`config.mk`:
```
export PLATFORM = sky130hd
export DESIGN_NAME = line_edit_buffer_top
export DESIGN_NICKNAME = d
export VERILOG_FILES = /design/src/rtl/core/lebuf_pkg.sv /design/src/rtl/core/lebuf_ctrl.sv /design/src/rtl/core/lebuf_dp.sv /design/src/rtl/core/line_edit_buffer_top.sv
export SDC_FILE = /design/constraint.sdc
export NUM_CORES = 2
export LEC_CHECK = 0
export ABC_AREA = 0
export BUFFER_PORTS_ARGS = -buffer_cell sky130_fd_sc_hd__buf_4
export CORE_ASPECT_RATIO = 1.5
export CORE_UTILIZATION = 50
export DETAILED_ROUTE_END_ITERATION = 6
export GPL_TIMING_DRIVEN = 1
export HOLD_SLACK_MARGIN = 0.03
export PLACE_DENSITY = 0.73
export SYNTH_ARGS = -nofsm -noshare
export SYNTH_HDL_FRONTEND = slang
export SYNTH_SLANG_ARGS = --single-unit
```
`constraint.sdc`:
```
create_clock -name i_clk -period 12.4 [get_ports i_clk]
set_clock_uncertainty 0.2 [all_clocks]
set_input_delay 0 -clock i_clk [delete_from_list [all_inputs] [get_ports i_clk]]
set_output_delay 0 -clock i_clk [all_outputs]
set_load 0.005 [all_outputs]
```
`src/rtl/core/lebuf_pkg.sv`:
```
package lebuf_pkg;

    localparam int MAX_LEN_DEF     = 256;
    localparam int NUM_EXCLUDE_DEF = 4;
    localparam int NUM_EXCL_REGS   = 4;
    localparam int CFG_IDX_W       = 4;

    localparam logic [3:0] OP_INSERT    = 4'd0;
    localparam logic [3:0] OP_BACKSPACE = 4'd1;
    localparam logic [3:0] OP_DELETE    = 4'd2;
    localparam logic [3:0] OP_FORWARD   = 4'd3;
    localparam logic [3:0] OP_BACK      = 4'd4;
    localparam logic [3:0] OP_HOME      = 4'd5;
    localparam logic [3:0] OP_END       = 4'd6;
    localparam logic [3:0] OP_SET       = 4'd7;
    localparam logic [3:0] OP_READ      = 4'd8;

    localparam logic [1:0] ST_APPLIED  = 2'd0;
    localparam logic [1:0] ST_NOEFFECT = 2'd1;
    localparam logic [1:0] ST_EXCLUDED = 2'd2;
    localparam logic [1:0] ST_FULL     = 2'd3;

    typedef struct packed {
        logic [3:0] opcode;
        logic [7:0] char_code;
        logic [7:0] position;
    } t_in;

    typedef struct packed {
        logic [1:0] status;
        logic [8:0] text_length;
        logic [8:0] cursor_index;
        logic       cursor_at_end;
        logic [7:0] read_char;
    } t_out;

    typedef struct packed {
        logic capture;
        logic exec;
        logic shift_rd;
        logic shift_wr;
        logic ins_wr;
        logic load_out;
    } t_cmd;

    typedef struct packed {
        logic cnt_nz;
        logic cnt_last;
        logic ins_mid;
    } t_sts;

endpackage

```
`src/rtl/core/lebuf_ctrl.sv`:
```
module lebuf_ctrl (
    input  logic            i_clk,
    input  logic            i_rst_n,
    input  logic            i_in_valid,
    output logic            o_in_stall,
    output logic            o_out_valid,
    input  logic            i_out_stall,
    input  lebuf_pkg::t_sts i_sts,
    output lebuf_pkg::t_cmd o_cmd
);
    import lebuf_pkg::*;

    typedef enum logic [2:0] {
        S_IDLE,
        S_EXEC,
        S_ROUTE,
        S_SH_RD,
        S_SH_WR,
        S_INS,
        S_DONE
    } t_state;

    t_state r_state, n_state;
    logic   r_out_valid, n_out_valid;
    logic   slot_free;

    assign slot_free   = !r_out_valid || !i_out_stall;
    assign o_in_stall  = (r_state != S_IDLE);
    assign o_out_valid = r_out_valid;

    always_comb begin
        n_state     = r_state;
        n_out_valid = r_out_valid && i_out_stall;
        o_cmd       = '0;
        case (r_state)
            S_IDLE: begin
                if (i_in_valid) begin
                    o_cmd.capture = 1'b1;
                    n_state       = S_EXEC;
                end
            end
            S_EXEC: begin
                o_cmd.exec = 1'b1;
                n_state    = S_ROUTE;
            end
            S_ROUTE: begin
                if (i_sts.cnt_nz) begin
                    n_state = S_SH_RD;
                end else if (i_sts.ins_mid) begin
                    n_state = S_INS;
                end else begin
                    n_state = S_DONE;
                end
            end
            S_SH_RD: begin
                o_cmd.shift_rd = 1'b1;
                n_state        = S_SH_WR;
            end
            S_SH_WR: begin
                o_cmd.shift_wr = 1'b1;
                if (!i_sts.cnt_last) begin
                    n_state = S_SH_RD;
                end else if (i_sts.ins_mid) begin
                    n_state = S_INS;
                end else begin
                    n_state = S_DONE;
                end
            end
            S_INS: begin
                o_cmd.ins_wr = 1'b1;
                n_state      = S_DONE;
            end
            S_DONE: begin
                // The result waits here until the output register is free.
                if (slot_free) begin
                    o_cmd.load_out = 1'b1;
                    n_out_valid    = 1'b1;
                    n_state        = S_IDLE;
                end
            end
            default: begin
                n_state = S_IDLE;
            end
        endcase
    end

    always_ff @(posedge i_clk) begin
        if (!i_rst_n) begin
            r_state     <= S_IDLE;
            r_out_valid <= 1'b0;
        end else begin
            r_state     <= n_state;
            r_out_valid <= n_out_valid;
        end
    end

`ifndef SYNTH
    a_accept_exec: assert property (@(posedge i_clk) disable iff (!i_rst_n)
        (i_in_valid && !o_in_stall) |=> (r_state == S_EXEC))
        else $error("accepted request did not enter execution");

    a_shift_count: assert property (@(posedge i_clk) disable iff (!i_rst_n)
        (r_state == S_SH_WR) |-> i_sts.cnt_nz)
        else $error("shift write with an empty move count");

    a_result_origin: assert property (@(posedge i_clk) disable iff (!i_rst_n)
        $rose(r_out_valid) |-> ($past(r_state) == S_DONE))
        else $error("result presented outside the done state");
`endif

endmodule

```
`src/rtl/core/lebuf_dp.sv`:
```
module lebuf_dp #(
    parameter int MAX_LEN     = lebuf_pkg::MAX_LEN_DEF,
    parameter int NUM_EXCLUDE = lebuf_pkg::NUM_EXCLUDE_DEF
) (
    input  logic                           i_clk,
    input  logic                           i_rst_n,
    input  lebuf_pkg::t_in                 i_in_data,
    input  logic                           i_cfg_valid,
    input  logic [lebuf_pkg::CFG_IDX_W-1:0] i_cfg_index,
    input  logic [7:0]                     i_cfg_data,
    input  lebuf_pkg::t_cmd                i_cmd,
    output lebuf_pkg::t_sts                o_sts,
    output lebuf_pkg::t_out                o_out_data
);
    import lebuf_pkg::*;

    localparam int AW       = (MAX_LEN > 1) ? $clog2(MAX_LEN) : 1;
    localparam int LW       = $clog2(MAX_LEN + 1);
    localparam int CW       = (LW > 8) ? LW : 8;
    localparam int NUM_USED = (NUM_EXCLUDE < NUM_EXCL_REGS) ? NUM_EXCLUDE : NUM_EXCL_REGS;

    logic [7:0]    mem [MAX_LEN];
    logic [7:0]    r_mem_q;

    logic [3:0]    r_op;
    logic [7:0]    r_ch;
    logic [7:0]    r_pos;
    logic [LW-1:0] r_len, n_len;
    logic [LW-1:0] r_cur, n_cur;
    logic          r_end, n_end;
    logic [7:0]    r_excl [NUM_USED];
    logic [AW-1:0] r_src, n_src;
    logic [LW-1:0] r_cnt, n_cnt;
    logic          r_up, n_up;
    logic          r_ins_mid, n_ins_mid;
    logic [AW-1:0] r_ins_addr, n_ins_addr;
    logic [1:0]    r_status, n_status;
    logic          r_rd_ok, n_rd_ok;
    t_out          r_out;

    logic          excluded;
    logic          len_nz;
    logic          full;
    logic          pos_ok;
    logic          app_we;
    logic          set_op;
    logic          we, re;
    logic [AW-1:0] waddr, raddr;
    logic [7:0]    wdata;

    always_comb begin
        excluded = 1'b0;
        for (int k = 0; k < NUM_USED; k++) begin
            if (r_excl[k] == r_ch) begin
                excluded = 1'b1;
            end
        end
    end

    assign len_nz = (r_len != '0);
    assign full   = (r_len == LW'(MAX_LEN));
    assign pos_ok = (CW'(r_pos) < CW'(r_len));

    // Decision for one event; the stored state is always normalized between events.
    always_comb begin
        n_len      = r_len;
        n_cur      = r_cur;
        n_end      = r_end;
        n_status   = ST_NOEFFECT;
        n_cnt      = '0;
        n_src      = r_src;
        n_up       = r_up;
        n_ins_mid  = 1'b0;
        n_ins_addr = r_ins_addr;
        n_rd_ok    = 1'b0;
        app_we     = 1'b0;
        set_op     = 1'b0;
        case (r_op)
            OP_INSERT: begin
                if (excluded) begin
                    n_status = ST_EXCLUDED;
                end else if (full) begin
                    n_status = ST_FULL;
                end else if (r_end) begin
                    app_we   = 1'b1;
                    n_len    = r_len + LW'(1);
                    n_status = ST_APPLIED;
                end else begin
                    n_cnt      = r_len - r_cur;
                    n_src      = AW'(r_len - LW'(1));
                    n_up       = 1'b1;
                    n_ins_mid  = 1'b1;
                    n_ins_addr = AW'(r_cur);
                    n_len      = r_len + LW'(1);
                    n_cur      = r_cur + LW'(1);
                    n_status   = ST_APPLIED;
                end
            end
            OP_BACKSPACE: begin
                if (len_nz) begin
                    if (r_end) begin
                        n_len    = r_len - LW'(1);
                        n_status = ST_APPLIED;
                    end else if (r_cur != '0) begin
                        n_cnt    = r_len - r_cur;
                        n_src    = AW'(r_cur);
                        n_up     = 1'b0;
                        n_len    = r_len - LW'(1);
                        n_cur    = r_cur - LW'(1);
                        n_status = ST_APPLIED;
                    end
                end
            end
            OP_DELETE: begin
                if (len_nz && !r_end) begin
                    n_cnt    = r_len - r_cur - LW'(1);
                    n_src    = AW'(r_cur + LW'(1));
                    n_up     = 1'b0;
                    n_len    = r_len - LW'(1);
                    n_status = ST_APPLIED;
                end
            end
            OP_FORWARD: begin
                if (!r_end) begin
                    n_cur    = r_cur + LW'(1);
                    n_status = ST_APPLIED;
                end
            end
            OP_BACK: begin
                if (r_end) begin
                    if (len_nz) begin
                        n_end    = 1'b0;
                        n_cur    = r_len - LW'(1);
                        n_status = ST_APPLIED;
                    end
                end else if (r_cur != '0) begin
                    n_cur    = r_cur - LW'(1);
                    n_status = ST_APPLIED;
                end
            end
            OP_HOME: begin
                n_end    = 1'b0;
                n_cur    = '0;
                n_status = ST_APPLIED;
            end
            OP_END: begin
                n_end    = 1'b1;
                n_cur    = '0;
                n_status = ST_APPLIED;
            end
            OP_SET: begin
                set_op   = 1'b1;
                n_status = ST_APPLIED;
            end
            OP_READ: begin
                if (pos_ok) begin
                    n_rd_ok  = 1'b1;
                    n_status = ST_APPLIED;
                end
            end
            default: begin
                n_status = ST_NOEFFECT;
            end
        endcase

        // A cursor that is not below the length means end of text.
        if (set_op) begin
            n_end = !pos_ok;
            n_cur = pos_ok ? LW'(r_pos) : '0;
        end else if (n_end || (n_cur >= n_len)) begin
            n_end = 1'b1;
            n_cur = '0;
        end
    end

    always_comb begin
        we    = 1'b0;
        waddr = r_ins_addr;
        wdata = r_ch;
        if (i_cmd.exec && app_we) begin
            we    = 1'b1;
            waddr = AW'(r_len);
        end else if (i_cmd.shift_wr) begin
            we    = 1'b1;
            waddr = r_up ? (r_src + AW'(1)) : (r_src - AW'(1));
            wdata = r_mem_q;
        end else if (i_cmd.ins_wr) begin
            we    = 1'b1;
        end
    end

    assign re    = (i_cmd.exec && (r_op == OP_READ) && pos_ok) || i_cmd.shift_rd;
    assign raddr = i_cmd.exec ? AW'(r_pos) : r_src;

    always_ff @(posedge i_clk) begin
        if (we) begin
            mem[waddr] <= wdata;
        end
        if (re) begin
            r_mem_q <= mem[raddr];
        end
    end

    always_ff @(posedge i_clk) begin
        if (!i_rst_n) begin
            r_len <= '0;
            r_cur <= '0;
            r_end <= 1'b1;
            for (int k = 0; k < NUM_USED; k++) begin
                r_excl[k] <= 8'h00;
            end
        end else begin
            if (i_cfg_valid) begin
                for (int k = 0; k < NUM_USED; k++) begin
                    if (i_cfg_index == CFG_IDX_W'(k)) begin
                        r_excl[k] <= i_cfg_data;
                    end
                end
            end
            if (i_cmd.exec) begin
                r_len <= n_len;
                r_cur <= n_cur;
                r_end <= n_end;
            end
        end
    end

    always_ff @(posedge i_clk) begin
        if (i_cmd.capture) begin
            r_op  <= i_in_data.opcode;
            r_ch  <= i_in_data.char_code;
            r_pos <= i_in_data.position;
        end
        if (i_cmd.exec) begin
            r_status   <= n_status;
            r_src      <= n_src;
            r_up       <= n_up;
            r_ins_mid  <= n_ins_mid;
            r_ins_addr <= n_ins_addr;
            r_rd_ok    <= n_rd_ok;
        end
        if (i_cmd.shift_wr) begin
            r_src <= r_up ? (r_src - AW'(1)) : (r_src + AW'(1));
        end
        if (i_cmd.load_out) begin
            r_out.status        <= r_status;
            r_out.text_length   <= 9'(r_len);
            r_out.cursor_index  <= 9'(r_cur);
            r_out.cursor_at_end <= r_end;
            r_out.read_char     <= r_rd_ok ? r_mem_q : 8'h00;
        end
    end

    // The move count is control state that the sequencer tests.
    always_ff @(posedge i_clk) begin
        if (!i_rst_n) begin
            r_cnt <= '0;
        end else if (i_cmd.exec) begin
            r_cnt <= n_cnt;
        end else if (i_cmd.shift_wr) begin
            r_cnt <= r_cnt - LW'(1);
        end
    end

    assign o_sts.cnt_nz   = (r_cnt != '0);
    assign o_sts.cnt_last = (r_cnt == LW'(1));
    assign o_sts.ins_mid  = r_ins_mid;
    assign o_out_data     = r_out;

endmodule

```
`src/rtl/core/line_edit_buffer_top.sv`:
```
// A request passes through execution and routing, then a read and a write for each stored
// character moved by a mid-text insert, backspace or delete, then an extra write for a
// mid-text insert, and waits in the done state until the result can be loaded.
// Only one request is worked on at a time and the next is accepted in the cycle after
// the result is loaded; a stalled result holds the input off. Reset is synchronous,
// active low: empty text, cursor at end, all exclude codes cleared to zero.
module line_edit_buffer_top #(
    parameter int MAX_LEN     = lebuf_pkg::MAX_LEN_DEF,
    parameter int NUM_EXCLUDE = lebuf_pkg::NUM_EXCLUDE_DEF
) (
    input  logic                            i_clk,
    input  logic                            i_rst_n,
    input  logic                            i_in_valid,
    output logic                            o_in_stall,
    input  lebuf_pkg::t_in                  i_in_data,
    output logic                            o_out_valid,
    input  logic                            i_out_stall,
    output lebuf_pkg::t_out                 o_out_data,
    input  logic                            i_cfg_valid,
    output logic                            o_cfg_ready,
    input  logic [lebuf_pkg::CFG_IDX_W-1:0] i_cfg_index,
    input  logic [7:0]                      i_cfg_data
);
    import lebuf_pkg::*;

    t_cmd cmd;
    t_sts sts;

    assign o_cfg_ready = 1'b1;

    lebuf_ctrl u_ctrl (
        .i_clk       (i_clk),
        .i_rst_n     (i_rst_n),
        .i_in_valid  (i_in_valid),
        .o_in_stall  (o_in_stall),
        .o_out_valid (o_out_valid),
        .i_out_stall (i_out_stall),
        .i_sts       (sts),
        .o_cmd       (cmd)
    );

    lebuf_dp #(
        .MAX_LEN     (MAX_LEN),
        .NUM_EXCLUDE (NUM_EXCLUDE)
    ) u_dp (
        .i_clk       (i_clk),
        .i_rst_n     (i_rst_n),
        .i_in_data   (i_in_data),
        .i_cfg_valid (i_cfg_valid),
        .i_cfg_index (i_cfg_index),
        .i_cfg_data  (i_cfg_data),
        .i_cmd       (cmd),
        .o_sts       (sts),
        .o_out_data  (o_out_data)
    );

endmodule

```
### After elaboration in Yosys (flattened, before gate mapping)

Memories as Yosys holds them, arrays and structs flattened. A register that Yosys moved wholly into a read port is not among the register bits.
Cells that the tools add are included.

| word-level totals | value |
|---|---|
| bits of input ports | 37 |
| output and inout bits | 32 |
| memory bits (writable) | 2080 |
| memories | 2 |
| flip-flop bits (word level) | 102 |
| logic and storage cells | 232 |

Memory list:

| memory | depth | width | rd ports | clocked after Yosys merged registers in | write ports | line | RTL |
|---|---|---|---|---|---|---|---|
| u_dp.mem | 256 | 8 | 1 | 1 | 1 | lebuf_dp.sv:22 | `logic [7:0] mem [MAX_LEN];` |
| u_dp.r_excl | 4 | 8 | 4 | 0 | 4 | lebuf_dp.sv:31 | `logic [7:0] r_excl [NUM_USED];` |

| operators by class | value |
|---|---|
| reduce and logical (&&, ||, !) cells | 29 |
| $add $sub $neg | 9 |
| equality and inequality tests | 39 |
| bitwise operators | 8 |
| multiplexer cells | 123 |
| magnitude comparators | 2 |

Operators with widths:

| kind | number |
|---|---|
| 2-to-1 mux 9 bit | 25 |
| 2-to-1 mux 8 bit | 21 |
| 2-to-1 mux 1 bit | 60 |
| case mux 9 bit (3 select lines) | 2 |
| case mux 9 bit (5 select lines) | 1 |
| subtractor 9 x 1 -> 9 bit (second input constant) | 4 |
| == test 8 bit | 4 |
| nonzero test 9 bit | 3 |
| case mux 8 bit (3 select lines) | 1 |
| case mux 3 bit (7 select lines) | 1 |
| adder 9 x 1 -> 9 bit (second input constant) | 2 |
| AND reduction 9 bit | 2 |
| == test 4 x 2 -> 1 bit (second input constant) | 4 |
| == test 4 x 3 -> 1 bit (second input constant) | 4 |
| case mux 2 bit (7 select lines) | 1 |
| 2-to-1 mux 3 bit | 4 |
| inequality test 3 bit (second input constant) | 4 |
| 2-to-1 mux 2 bit | 5 |
| inequality test 2 bit (second input constant) | 5 |
| == test 3 bit (second input constant) | 3 |
| == test 9 x 1 -> 1 bit (second input constant) | 1 |
| == test 9 bit (second input constant) | 1 |
| greater-or-equal comparator 9 bit | 1 |
| less-than comparator 8 x 9 -> 1 bit | 1 |
| other kinds (24) | 50 |

### Depth between registers and ports, before layout

An unclocked memory read counts as a cell.

| logic depth | value |
|---|---|
| word-level depth | 12 |
| mapped depth | 22 |
| mapped depth without buffers | 20 |

### Cells and area by module

Synthesis repeated with hierarchy kept, for this count alone.

| unflattened totals | value |
|---|---|
| cell total of the unflattened synthesis | 5222 |
| area, all modules | 89604.7 sq um |

Modules (own cells, without submodules):

| module | instances | seq. area each (sq um) | cells each | area an instance (sq um) |
|---|---|---|---|---|
| lebuf_dp | 1 | 65362.7 | 5183 | 89316.9 |
| lebuf_ctrl | 1 | 80.1 | 37 | 276.5 |
| line_edit_buffer_top | 1 | 0.0 | 2 | 11.3 |

### Worst setup path after synthesis

OpenSTA, ideal clock, no wires.

| path | value |
|---|---|
| kind | register -> register |
| start | reg u_ctrl.r_state[1] |
| end | mem u_dp.mem[0][1] (data pin) |
| stages on the path, launching flop included | 9 |
| setup time | 823 ps |
| setup slack | 6627 ps |
| required time | 11377 ps |
| arrival | 4750 ps |
| cells stage by stage | dfxtp_1 clkbuf_1 nor2_1 nand2_1 clkbuf_1 buf_1 clkbuf_1 nand2_1 nand2_1 |

| between the ends | value |
|---|---|
| longest elaborated chain between the ends | 4 |
| elaborated cells on any way between the ends | 7 |

RTL lines:

| element | line | RTL |
|---|---|---|
| start, declared | lebuf_ctrl.sv:23 | `t_state r_state, n_state;` |
| start signal, assigned | lebuf_ctrl.sv:92 | `r_state <= n_state;` |
| == test 3 bit or == test 3 x 1 -> 1 bit (tied branches) | lebuf_ctrl.sv:35 | `case (r_state)` |
| 2-to-1 mux 1 bit | lebuf_ctrl.sv:35 |  |
| 2-to-1 mux 8 bit or logical AND 1 bit (tied branches) | lebuf_dp.sv:183, lebuf_dp.sv:180 |  |
| 2-to-1 mux 8 bit (*) | lebuf_dp.sv:180 | `if (i_cmd.exec && app_we) begin` |
| via u_dp.wdata[1] | lebuf_dp.sv:49 | `logic [7:0] wdata;` |
| end, declared | lebuf_dp.sv:22 |  |

Mark *: on every way through the listed nets, which the timed path passes. The rest lies on a longest branch.

### Worst setup path in the final report

| path | value |
|---|---|
| start | reg u_ctrl.r_state[0] |
| end | reg u_dp.r_mem_q[0], read port of u_dp.mem (data pin) |

| between the ends | value |
|---|---|
| longest elaborated chain between the ends | 5 |
| elaborated cells on any way between the ends | 8 |

RTL lines:

| element | line | RTL |
|---|---|---|
| == test 3 x 1 -> 1 bit | lebuf_ctrl.sv:35 |  |
| 2-to-1 mux 1 bit | lebuf_ctrl.sv:35 |  |
| logical AND 1 bit (2 in series) | lebuf_dp.sv:192 | `assign re = (i_cmd.exec && (r_op == OP_READ) && pos_ok) \|\| i_cmd.shift_rd;` |
| logical OR 1 bit | lebuf_dp.sv:192 |  |
| end, declared | lebuf_dp.sv:23 | `logic [7:0] r_mem_q;` |

Several ways; a longest one is shown, not always the timed one.
A chain may end at the register's enable or synchronous reset.

==> summary by stage <==
Run status
The run finished, with violations left. The checks that failed: design-rule violations, max-capacitance violations, max-slew violations.

Power
The sequential fraction of design power is 50.6%. Power comes to ~17 mW. The static leakage power is about 33 nW. The worst-case IR drop observed on VDD is 115.0 uV. The internal power of the cells totals 12.22 mW. The share of total power in combinational logic is roughly 14%. The switching fraction of total power is a little over a quarter. The clock group share of total power is 35.2%. In this run the power density over the cells is about 170 mW/mm^2. Summed over all nets, the switching power comes to 4.449 mW.

Layout
The combined area of the multi-input logic cells is 0.02300 mm^2. Summing all non-filler instances in the final layout gives an area of 0.09989 mm^2. The total of fill cells in the finished design is 13,990. Leaving out fill and tap cells, the most frequent cells in the layout are edfxtp_1 (2,158), nand2_1 (1,649), nand3_1 (550). The number of nets in the layout is 6,852. Of the cells placed in the final design, the portion with a size suffix greater than 1 is 8.750%. Leaving out fill and tap cells, the most frequent cell in the layout is edfxtp_1. Once layout is complete, the cells apart from fillers number a little over 9,000. In the final layout, flip-flops and latches occupy 0.06544 mm^2. Relative to the synthesized area, the layout overhead comes to 10.28%.

Detailed routing
The DRC marker count from the first detailed-route iteration is about 8,400. Summed over all layers, the routed wires come to 263,400 um. The pre-antenna-repair detailed-routing pass consisted of 7 iterations. After detailed routing, the number of vias per cell comes to roughly 6.3. The detail route stage leaves a number of antenna-violating nets equal to 0. The average wire length per cell after detail routing is around 28 um. The post-route DRC violation count is 14. Across all layers, the routed design uses 59,290 vias.

Timing
Setup repair after global routing left no endpoint under its margin. The relative slew slack is -0.8878%. At the pin with the least slew margin, the transition time is 1.499 ns. Static timing analysis puts the maximum clock frequency at 147.8 MHz.

The ratio of final minimum period to clock period is 54.56%. The count of endpoints failing hold in the final timing report is 0. On the final layout, the worst hold slack is 0.1736 ns. Setup violations remaining at the end of the flow were counted as 0. The worst path in the final design needs a cycle of 6.766 ns, including I/O delays and setup. Adding up every negative setup slack in the final design gives 0 ns. The number of max-slew violations in the final report came to 1.

Synthesis
The area share of the largest cell type after synthesis is 71.54%. The largest area contributor in the netlist is edfxtp_1. The most used flip-flop cell after synthesis is edfxtp_1.

Synthesis produced a netlist with a net count of roughly 7,000. The number of unique standard cell types used by synthesis is 95. Yosys attributes the largest share of cell area to edfxtp_1 (72%), nand2_1 (6.9%), nand3_1 (3.0%), mux4_2 (2.3%), nor2_1 (1.6%). The number of synthesized register bits is 2,190.

The per-instance average area after synthesis is approximately 13 um^2. The mapped netlist covers 0.09058 mm^2. The synthesized design contains 2,158 enable-type register cells. Of all flip-flops after synthesis, the portion carrying an async set or reset was 0%. The sequential fraction of the synthesis area is between 70 and 80%. During synthesis, Yosys emitted a total of 0 warnings.

The count of mapped cells out of synthesis is 6,749.

Hold path
The launch instance of the worst min-delay path is i_cfg_index[1]. The worst hold path belongs to the class input port to flip-flop.

Global routing
The largest net degree at the start of global routing is 221. The number of global-route vias before repair is 57,090. The global-route wire length before repair is around 380,000 um. For this run, the total global-route usage over all layers was measured as 28.31%. After global routing the overflow that remains totals 0. The number of antenna violations at the first check in global routing is 8.

Critical path
The startpoint identified for the worst register-to-register timing path is u_ctrl.r_state[0]. The critical path required time is 12.76 ns. The critical path arrival is just over 7 ns.

The launching element of the worst setup path is u_ctrl.r_state[0]. The critical path is of the flip-flop to flip-flop type. The critical-path maximum fanout is 145.

The worst setup path is captured at a flip-flop. The critical path startpoint category is a flip-flop.

Clock network
No sink is reached through more buffers than the 4 on the longest clock path. CTS placed an instance of clkbuf_16 at the clock tree root. The maximum level of the CTS H-tree is 4. CTS saw 2,190 sinks. Clock tree synthesis inserted a total of approximately 190 buffers.

Clock-pin slew was measured on the worst setup and hold paths at about 0.070 ns. The TritonCTS clock tree is done. At the later pin of the worst-skew pair, clock insertion delay measures 0.83 ns.

Floorplanning
The area enclosed by the die boundary is 0.1829 mm^2. The initial utilization of the core area, before any placement, comes to 50.27%. Measured along the x axis, the die boundary spans 349.5 um. The initialized floorplan defines 191 standard-cell rows. The die height is around 520 um.

Pin placement for this block handled 69 I/O pins. The area of the core region is 0.1802 mm^2.

Placement
Port buffering added 67 buffers. The HPWL after detailed placement is 156,400 um. The total instance count after detailed placement is 8,922. The cell area after placement is 0.09313 mm^2.

The last weighted congestion value of the routability-driven placer is 0.9433.

Flow run
The number of max-cap violations is 2.
==> routing by layer <==
layer,track usage [%],vias up,share of wire (%)
li1,-,25210,-
met2,46.44,4050,48
met5,0,-,0.0095
met1,34.04,29160,34
met4,19.65,4,7.8
met3,5.032,877,10
==> sequential cells by signal, summed over array words and instances, names as in the netlist, 9 cells and up <==
name	cells
u_dp.mem	2048
u_dp.r_excl	32
u_dp.o_out_data	29
u_dp.r_cnt	9
u_dp.r_cur	9
u_dp.r_len	9
==> stage by stage <==
step | utilization [%] | worst slack (ns)
floorplan | - | 6.627
global placement | 51.68 | 5.996
detailed placement | 51.68 | 5.889
CTS | 55.43 | 5.836
global route | 55.43 | 5.544
finish | 55.44 | 5.634
==> synth_stat cells, types with 44 or more instances <==
| library cell | n |
|---|---|
| edfxtp_1 | 2158 |
| a32oi_1 | 48 |
| o2111ai_1 | 44 |
| mux4_2 | 93 |
| and3_1 | 114 |
| a21oi_1 | 185 |
| a31oi_1 | 121 |
| buf_2 | 169 |
| and2_1 | 48 |
| nand3_1 | 550 |
| nand2_1 | 1657 |
| xnor2_1 | 66 |
| nand4_1 | 51 |
| nor2_1 | 378 |
| mux2i_1 | 117 |
| o21ai_0 | 117 |
| buf_4 | 61 |
| clkbuf_1 | 139 |
| a311oi_1 | 56 |
==> power by group through the flow <==
stage / clock network (mW) / logic [mW] / registers [mW]
2_1_floorplan: 0 / 1.49 / 8.63
3_3_place_gp: 0 / 2.24 / 8.59
3_5_place_dp: 0 / 2.28 / 8.59
4_1_cts: 5.88 / 2.31 / 8.43
5_1_grt: 6.14 / 2.48 / 8.43
6_report: 5.87 / 2.36 / 8.43
==> kinds of logic after synthesis <==
family                   share of synthesized area [%]
AO/OA/AOI/OAI                                    6.105
flip-flops                                       72.25
XOR/XNOR                                        0.7348
adder cells (fa/ha/maj)                         0.4917
multiplexers                                     3.742
AND/OR/NAND/NOR                                  14.12
other                                         0.004140
buffers and inverters                            2.557
==> area by class of cell <==
cell class,count,area share [%]
flip-flops and latches,2190,65.51
multi-input cells,4099,23.03
clock buffers,237,5.074
well taps,2412,3.021
repair buffers,252,2.245
clock inverters,104,0.9306
inverters,44,0.1703
diodes,7,0.01754
==> timing repair <==
action / 4_1_cts / 5_1_grt
resized for setup: 0 / 0
setup buffers: 0 / 0
hold buffers: 75 / 0
endpoints found under the hold margin: 165 / 0
==> path summary, 6_finish.rpt <==
kind / to / slack, ns / cells after the start
min reg2reg: u_dp.o_out_data[28] / 0.28 / 0
min: u_dp.r_excl[0][4] / 0.17 / 4
max reg2reg: u_dp.r_mem_q[0] / 5.63 / 10
max: u_dp.r_mem_q[0] / 5.63 / 10
==> worst max-delay path, cell delays in order, from the launching register on <==
cell       delay, ns
dfxtp_1         0.60
or3b_2          0.69
a21oi_4         0.75
buf_4           0.62
buf_12          0.64
mux4_2          0.60
a22oi_1         0.24
o211ai_1        0.18
nor4_1          1.16
o2111ai_1       0.22
or4_1           0.45
No activity file was read; power rests on OpenSTA's default activity.
